<file path="src/hw/rtl/b64e_pkg.sv">
`default_nettype none
package b64e_pkg;

  localparam int unsigned BYTE_W   = 8;
  localparam int unsigned SEXTET_W = 6;
  localparam int unsigned GROUP_W  = 3 * BYTE_W;

  localparam logic [BYTE_W-1:0] PAD_CHAR = 8'h3D;   // '='
  localparam logic [BYTE_W-1:0] PLUS_CHAR = 8'h2B;  // '+'
  localparam logic [BYTE_W-1:0] SLASH_CHAR = 8'h2F; // '/'

  // symbol position within a group of four
  localparam logic [1:0] POS_FIRST  = 2'd0;
  localparam logic [1:0] POS_SECOND = 2'd1;
  localparam logic [1:0] POS_THIRD  = 2'd2;
  localparam logic [1:0] POS_FOURTH = 2'd3;

  typedef struct packed {
    logic [BYTE_W-1:0] data_byte;
    logic              end_of_message;
  } in_item_t;

  typedef struct packed {
    logic [BYTE_W-1:0] symbol;
    logic              last_symbol;
  } out_item_t;

  // closed group handed from front to back
  typedef struct packed {
    logic [GROUP_W-1:0] bits;
    logic [1:0]         nbytes;  // 1..3 real bytes
    logic               eom;
  } group_t;

  function automatic logic [BYTE_W-1:0] b64_char(input logic [SEXTET_W-1:0] s);
    logic [BYTE_W-1:0] s8;
    logic [BYTE_W-1:0] c;
    s8 = {2'b00, s};
    if (s8 < 8'd26) begin
      c = s8 + 8'd65;
    end else if (s8 < 8'd52) begin
      c = s8 + 8'd71;             // 'a' - 26
    end else if (s8 < 8'd62) begin
      c = s8 - 8'd4;              // '0' - 52
    end else if (s8 == 8'd62) begin
      c = PLUS_CHAR;
    end else begin
      c = SLASH_CHAR;
    end
    return c;
  endfunction

endpackage
`default_nettype wire

</file>
<file path="src/hw/rtl/b64e_front.sv">
`default_nettype none
module b64e_front
  import b64e_pkg::*;
(
  input  wire logic     clk,
  input  wire logic     rst_n,
  input  wire logic     in_valid,
  output logic          in_stall,
  input  wire in_item_t in_item,
  input  wire logic     q_full,
  output logic          q_push,
  output group_t        q_data
);

  logic [BYTE_W-1:0] pend0_r, pend0_nxt;
  logic [BYTE_W-1:0] pend1_r, pend1_nxt;
  logic [1:0]        held_r, held_nxt;
  logic              accept;
  logic              close;

  assign in_stall = q_full;
  assign accept   = in_valid && !in_stall;
  assign close    = (held_r == 2'd2) || in_item.end_of_message;
  assign q_push   = accept && close;

  always_comb begin
    q_data.eom    = in_item.end_of_message;
    q_data.nbytes = held_r + 2'd1;
    unique case (held_r)
      2'd0:    q_data.bits = {in_item.data_byte, 16'h0000};
      2'd1:    q_data.bits = {pend0_r, in_item.data_byte, 8'h00};
      default: q_data.bits = {pend0_r, pend1_r, in_item.data_byte};
    endcase
  end

  always_comb begin
    pend0_nxt = pend0_r;
    pend1_nxt = pend1_r;
    held_nxt  = held_r;
    if (accept) begin
      if (close) begin
        held_nxt = 2'd0;
      end else begin
        held_nxt = held_r + 2'd1;
        if (held_r == 2'd0) begin
          pend0_nxt = in_item.data_byte;
        end else begin
          pend1_nxt = in_item.data_byte;
        end
      end
    end
  end

  always_ff @(posedge clk) begin
    pend0_r <= pend0_nxt;
    pend1_r <= pend1_nxt;
    if (!rst_n) begin
      held_r <= 2'd0;
    end else begin
      held_r <= held_nxt;
    end
  end

endmodule
`default_nettype wire

</file>
<file path="src/hw/rtl/b64e_queue.sv">
`default_nettype none
module b64e_queue
  import b64e_pkg::*;
(
  input  wire logic   clk,
  input  wire logic   rst_n,
  input  wire logic   push,
  input  wire group_t push_data,
  input  wire logic   pop,
  output logic        full,
  output logic        valid,
  output group_t      head
);

  group_t     mem_r [2];
  logic       wp_r, wp_nxt;
  logic       rp_r, rp_nxt;
  logic [1:0] cnt_r, cnt_nxt;

  assign full  = (cnt_r == 2'd2);
  assign valid = (cnt_r != 2'd0);
  assign head  = mem_r[rp_r];

  always_comb begin
    wp_nxt  = push ? ~wp_r : wp_r;
    rp_nxt  = pop ? ~rp_r : rp_r;
    cnt_nxt = cnt_r + {1'b0, push} - {1'b0, pop};
  end

  always_ff @(posedge clk) begin
    if (push) begin
      mem_r[wp_r] <= push_data;
    end
    if (!rst_n) begin
      wp_r  <= 1'b0;
      rp_r  <= 1'b0;
      cnt_r <= 2'd0;
    end else begin
      wp_r  <= wp_nxt;
      rp_r  <= rp_nxt;
      cnt_r <= cnt_nxt;
    end
  end

  a_no_overflow: assert property (@(posedge clk) disable iff (!rst_n)
    push |-> (!full || pop))
    else $error("queue push while full");

  a_no_underflow: assert property (@(posedge clk) disable iff (!rst_n)
    pop |-> valid)
    else $error("queue pop while empty");

  a_count_range: assert property (@(posedge clk) disable iff (!rst_n)
    cnt_r != 2'd3)
    else $error("queue count out of range");

endmodule
`default_nettype wire

</file>
<file path="src/hw/rtl/b64e_back.sv">
`default_nettype none
module b64e_back
  import b64e_pkg::*;
(
  input  wire logic   clk,
  input  wire logic   rst_n,
  input  wire logic   q_valid,
  input  wire group_t q_head,
  output logic        q_pop,
  output logic        out_valid,
  input  wire logic   out_stall,
  output out_item_t   out_item
);

  group_t     grp_r, grp_nxt;
  logic [1:0] pos_r, pos_nxt;
  logic       active_r, active_nxt;
  logic       ovalid_r, ovalid_nxt;
  out_item_t  oitem_r, oitem_nxt;
  logic       advance;
  logic       finishing;
  logic [SEXTET_W-1:0] sextet;
  out_item_t  cur;

  assign advance   = active_r && (!ovalid_r || !out_stall);
  assign finishing = advance && (pos_r == POS_FOURTH);
  assign q_pop     = q_valid && (!active_r || finishing);

  always_comb begin
    unique case (pos_r)
      POS_FIRST:  sextet = grp_r.bits[23:18];
      POS_SECOND: sextet = grp_r.bits[17:12];
      POS_THIRD:  sextet = grp_r.bits[11:6];
      POS_FOURTH: sextet = grp_r.bits[5:0];
    endcase
    cur.symbol = b64_char(sextet);
    // pad where the group ran short of bytes
    if ((pos_r == POS_THIRD && grp_r.nbytes < 2'd2) ||
        (pos_r == POS_FOURTH && grp_r.nbytes < 2'd3)) begin
      cur.symbol = PAD_CHAR;
    end
    cur.last_symbol = grp_r.eom && (pos_r == POS_FOURTH);
  end

  always_comb begin
    grp_nxt    = grp_r;
    pos_nxt    = pos_r;
    active_nxt = active_r;
    ovalid_nxt = ovalid_r;
    oitem_nxt  = oitem_r;
    if (advance) begin
      oitem_nxt  = cur;
      ovalid_nxt = 1'b1;
      pos_nxt    = pos_r + 2'd1;
      if (finishing) begin
        active_nxt = 1'b0;
      end
    end else if (ovalid_r && !out_stall) begin
      ovalid_nxt = 1'b0;
    end
    if (q_pop) begin
      grp_nxt    = q_head;
      pos_nxt    = POS_FIRST;
      active_nxt = 1'b1;
    end
  end

  always_ff @(posedge clk) begin
    grp_r   <= grp_nxt;
    oitem_r <= oitem_nxt;
    if (!rst_n) begin
      pos_r    <= POS_FIRST;
      active_r <= 1'b0;
      ovalid_r <= 1'b0;
    end else begin
      pos_r    <= pos_nxt;
      active_r <= active_nxt;
      ovalid_r <= ovalid_nxt;
    end
  end

  assign out_valid = ovalid_r;
  assign out_item  = oitem_r;

  a_pop_only_when_free: assert property (@(posedge clk) disable iff (!rst_n)
    q_pop |-> (!active_r || finishing))
    else $error("group loaded over one still in progress");

  a_last_on_fourth: assert property (@(posedge clk) disable iff (!rst_n)
    (advance && cur.last_symbol) |-> (pos_r == POS_FOURTH))
    else $error("last mark away from fourth symbol");

  a_continue_group: assert property (@(posedge clk) disable iff (!rst_n)
    (advance && pos_r != POS_FOURTH) |=> (active_r && ovalid_r))
    else $error("group dropped before fourth symbol");

endmodule
`default_nettype wire

</file>
<file path="src/hw/rtl/base64_stream_encoder.sv">
`default_nettype none
// Base64 (standard alphabet, '=' padding) stream encoder. One byte is taken per transfer
// on the input side, with end_of_message on the final byte of a message; each group of
// three bytes, or the shorter group closed by end_of_message, yields four symbols, the
// fourth of the closing group carrying last_symbol. Input transfers can follow one per
// cycle while the two-entry group queue has room; the output side sends one symbol per
// cycle unless out_stall holds it, so the sustained rate is set by the symbol sequencer,
// which sends four symbols per group. A closed group passes through the group queue,
// the sequencer's group register and the output register before its first symbol appears.
module base64_stream_encoder
  import b64e_pkg::*;
(
  input  wire logic     clk,
  input  wire logic     rst_n,
  input  wire logic     in_valid,
  output logic          in_stall,
  input  wire in_item_t in_item,
  output logic          out_valid,
  input  wire logic     out_stall,
  output out_item_t     out_item
);

  logic   q_full;
  logic   q_push;
  logic   q_pop;
  logic   q_valid;
  group_t q_wdata;
  group_t q_head;

  b64e_front u_front (
    .clk      (clk),
    .rst_n    (rst_n),
    .in_valid (in_valid),
    .in_stall (in_stall),
    .in_item  (in_item),
    .q_full   (q_full),
    .q_push   (q_push),
    .q_data   (q_wdata)
  );

  b64e_queue u_queue (
    .clk       (clk),
    .rst_n     (rst_n),
    .push      (q_push),
    .push_data (q_wdata),
    .pop       (q_pop),
    .full      (q_full),
    .valid     (q_valid),
    .head      (q_head)
  );

  b64e_back u_back (
    .clk       (clk),
    .rst_n     (rst_n),
    .q_valid   (q_valid),
    .q_head    (q_head),
    .q_pop     (q_pop),
    .out_valid (out_valid),
    .out_stall (out_stall),
    .out_item  (out_item)
  );

endmodule
`default_nettype wire
</file>
<file path="config.mk">
export PLATFORM = sky130hd
export DESIGN_NAME = base64_stream_encoder
export DESIGN_NICKNAME = d
export VERILOG_FILES = /design/src/hw/rtl/b64e_pkg.sv /design/src/hw/rtl/b64e_front.sv /design/src/hw/rtl/b64e_queue.sv /design/src/hw/rtl/b64e_back.sv /design/src/hw/rtl/base64_stream_encoder.sv
export SDC_FILE = /design/constraint.sdc
export NUM_CORES = 1
export LEC_CHECK = 0
export ABC_CLOCK_PERIOD_IN_PS = 9200
export BUFFER_PORTS_ARGS = -buffer_cell sky130_fd_sc_hd__buf_4
export CORE_ASPECT_RATIO = 0.6
export CORE_MARGIN = 2
export CORE_UTILIZATION = 32
export CTS_BUF_LIST = sky130_fd_sc_hd__clkbuf_8
export CTS_CLUSTER_SIZE = 14
export DETAILED_ROUTE_END_ITERATION = 10
export SYNTH_ARGS = -nofsm -noshare
export SYNTH_HDL_FRONTEND = slang
export SYNTH_SLANG_ARGS = --single-unit
</file>
<file path="constraint.sdc">
create_clock -name clk -period 9.2 [get_ports clk]
set_clock_uncertainty 0.05 [all_clocks]
set_input_delay 1.84 -clock clk [delete_from_list [all_inputs] [get_ports clk]]
set_output_delay 1.84 -clock clk [all_outputs]
set_load 0.01 [all_outputs]
</file>
==> results.md <==
- The run finished with clean final reports.
- The pre-antenna-repair detailed-routing pass consisted of 4 iterations.
- For this design, the CTS-stage hold fixing added 0 buffers.
- On the worst path, the slowest cell contributes a delay of 0.36 ns.
- For this block, the initial DRC count from the detailed router was 257.
- The proportion of power drawn by the clock network is between 20 and 30%.
- 24 I/O pins were placed.
- The count of input and output buffers is 23.
- For the worst-skew pair, the clock arrives at the later sink with an insertion delay of just over 0.4 ns.
- Summing internal, switching and leakage power gives 1.724 mW.
- Counting both buffers and inverters, the worst setup path holds a total of 3.
- The unique cell type count in the Yosys netlist is 39.
- The cell count after synthesis came out at just over 300.
- The multi-input combinational cells in the finished layout cover a total of 1330 µm².
- In this run, the combinational gates consume 26.8% of the power.
- The reported net switching power is 0.4975 mW.
- The maximum VDD drop is 113.8 µV.
- Along the worst path, the maximum fanout reaches 29.
- The H-tree was split into 4 levels.
- For this run, the top clock speed supported by timing is ~300 MHz.
- The number of endpoints with negative hold slack in the final report was 0.
- The number of buffers inserted to repair setup after CTS is 0.
- The floorplan step defined a die boundary enclosing 16110 µm².
- The core region is 14630 µm².
- The count of filler cells inserted in the layout is 1388.
- The type of the worst min-delay path is flop to flop.
- The cell sitting at the root of the clock tree is a clkbuf_8.
- STA classifies the critical path endpoint as a flop.
- The count of yosys warnings during synthesis is 0.
- The number of max-cap violations is 0.
- The total grt overflow is 0.
- After clock tree synthesis, the clock-pin slew on the worst setup and hold paths is 0.07 ns.
- The share of total power dissipated in sequential elements is 43.2%.
- The clock passes through at most 2 buffers.
- The critical path's slowest cell is a21boi_0.
- The routed wire length is 8894 µm.
- The width of the die is 162.5 µm.
- The number of global-route vias before repair is ~2600.
- The commonest register cell after synthesis is edfxtp_1.
- The area of all placed cells without fillers is 5668 µm².
- The share of the synthesized area in the top cell type is between 60% and 70%.
- The max-slew violation total from the final report is 0.
- In the post-synthesis netlist, the biggest area contributors are edfxtp_1 66%, mux2_2 6.8%, dfxtp_1 4.1%.
- The number of antenna repair diodes is 0.
- The synthesized design spends more area on one cell type than any other, namely edfxtp_1.
- Registers take 3383 µm².
- Including well taps, the total number of placed cells is 525.
- The count of antenna-violating nets left after detailed routing is 0.
- The setup TNS is 0 ns.
- The least setup slack across all paths after layout is 5.863 ns.
- For the pin with the worst max-slew slack, the measured transition is 0.8076 ns.
- Counting I/O delays and the setup requirement, the final critical path takes 3.337 ns.
- The number of gates given a new drive strength after cts is 0.
- For this run, the register share of the synthesized area comes to 70.11%.
- The total DRC errors in the routed layout is 0.
- The half-perimeter wire length of the detailed placement result is 6092 µm.
- Each instance of the synthesized netlist takes up on average 15.52 µm².
- The average detailed-routed wire length per instance is around 16 µm.
- The floorplan step set the die height to 99.13 µm.
- Of the available clock period, the critical path in the final layout requires roughly 36%.
- The final count of negative-setup-slack endpoints is 0.
- The cell-internal power is 1.227 mW.
- The TritonCTS buffer count is 17.
- The worst reg-to-reg path cell count is 9.
- Walking the worst path, the cells encountered are buf_4 -> nand2_1 -> a21boi_0 -> nor2_2 -> buf_4 -> ha_1 -> inv_1 -> ha_1 -> xnor2_1 -> xnor2_1 -> and2_1.
- The number of sinks on the clock net is between 100 and 150.
- The endpoint arrival time on the critical path is about 3.6 ns.
- The critical path startpoint category is a primary input.
- The CTS tree is yes.
- At the worst endpoint, the required time is 9.45 ns.
- For this design the static power due to leakage is 2.028 nW.
- The number of logic stages on the critical path including buffering is 11.
- The share of flip-flops with an asynchronous set or reset after synthesis is 0%.
- The pin count of the biggest net entering global routing is 30.
- The initial core utilization is 32.98%.
- The total number of vias is 2554.
- Once layout is complete, the cells apart from fillers number 557.
- In the layout the commonest cells are 106 x edfxtp_1, 29 x mux2_2, 27 x buf_4, 21 x clkbuf_8, 18 x inv_1.
- The worst slew slack as a fraction of its limit is 45.96%.
- The initial antenna violation count came to 0.
- The synthesized design contains between 100 and 150 register bits.
- For this design the ratio of total power to cell area is 304.2 nW/µm².
- Counting instances, the worst hold path has a depth of 2.
- The setup slack after placement is 5.411 ns.
- The net switching fraction of the power is 28.86%.
- The final layout contains 371 nets.
- In this run the core area contains 34 standard-cell rows.
- In the final layout, the share of cells above drive strength 1 is approximately a quarter.
- Global routing used roughly 12% of the available tracks across all layers.
- The share of the core filled with cells is 38.73%.
- In this run, synthesis inferred 106 flip-flops with an integrated enable.
- The cell family contributing the most delay on the critical path is adder cells.
- The post-synthesis to final-layout area growth is 17.45%.
- Routability-driven placement finished with a final weighted congestion of 0.7761.
- The detailed-route vias per instance is 4.585.
- The kind of critical path is primary input to flop.
- The mapped netlist covers 4826 µm².
- The first global-routing pass estimated between 10000 and 15000 µm of wire.
- The total cell area at the placement stage is about 5200 µm².
- Final hold analysis gives a worst-case slack of 0.4310 ns.
- Setup repair after global routing left no endpoint under its margin.
- The most frequent standard cell in the layout excluding fill and tap cells is edfxtp_1.
- When the netlist entered floorplanning its net count stood at 336.
==> sequential cells by signal, summed over array words and instances (netlist names) <==
name and flops:
u_back.active_r 1, u_back.grp_r 27, u_back.out_item 9, u_back.out_valid 1
u_back.pos_r 2, u_front.held_r 2, u_front.pend0_r 8, u_front.pend1_r 8
u_queue.cnt_r 2, u_queue.mem_r 54, u_queue.rp_r 1, u_queue.wp_r 1
==> cell usage after synthesis (2+ instances only) <==
cell and n:
a211oi_1 3, a21boi_0 3, a21oi_1 6, a222oi_1 6
a22o_1 16, a31oi_1 2, and2_1 15, buf_6 3
clkbuf_1 8, dfxtp_1 10, edfxtp_1 106, ha_1 12
inv_1 15, mux2_2 29, mux2i_1 7, nand2_1 10
nand2b_1 4, nand3_1 3, nor2_1 14, nor2b_1 3
nor3_1 4, o211ai_1 2, o21a_1 2, o21ai_0 9
o31a_1 2, xnor2_1 4
==> final cells by class <==
| class | count | area share (%) |
|---|---|---|
| clock buffers | 21 | 5.099 |
| clock inverters | 11 | 2.804 |
| inverters | 15 | 0.9934 |
| multi-input cells | 169 | 23.47 |
| flip-flops and latches | 116 | 59.69 |
| well taps | 198 | 4.371 |
| repair buffers | 27 | 3.576 |
==> path summary, 6_finish.rpt <==
path                     startpoint                  to  slack (ns)
setup / recovery          out_stall    u_queue.cnt_r[1]        5.86
hold / removal    u_front.held_r[1]   u_front.held_r[1]        0.43
hold reg to reg   u_front.held_r[1]   u_front.held_r[1]        0.43
setup reg to reg    u_back.pos_r[0]  u_back.out_item[5]        6.15
==> power by group through the flow <==
stage                     sequential (mW)  clock, mW  combinational (mW)
after detailed placement            0.757          0               0.461
after CTS                           0.747      0.529               0.466
after global placement              0.754          0               0.449
after floorplan                     0.760          0               0.324
after global routing                0.755      0.555               0.516
final                               0.745      0.516               0.463
==> metal layers <==
| layer | GRT usage (%) | vias to the layer above | share of wire (%) |
|---|---|---|---|
| met5 | 0 | - | 0 |
| li1 | - | 1263 | - |
| met4 | 3.608 | 0 | 0.62 |
| met1 | 18.67 | 1233 | 56 |
| met3 | 4.629 | 6 | 4.3 |
| met2 | 15.25 | 52 | 39 |
==> tightest hold or removal path: cells and delay by family, from the launching register on <==
kind | cells | cell delay, ns
AOI/OAI and AO/OA | 1 | 0.06
DFF | 1 | 0.32
and+or+nand+nor | 1 | 0.05
==> logic make-up after synthesis <==
group / after synthesis / share of synthesized area [%]
AO/OA/AOI/OAI: 57 / 8.945
other: 1 / 0.07771
adder cells (fa/ha/maj): 12 / 3.111
XOR/XNOR: 5 / 0.9074
AND/OR/NAND/NOR: 58 / 6.145
flip-flops: 116 / 70.11
buffers and inverters: 26 / 2.489
multiplexers: 36 / 8.219
No activity file was read; power rests on OpenSTA's default activity.
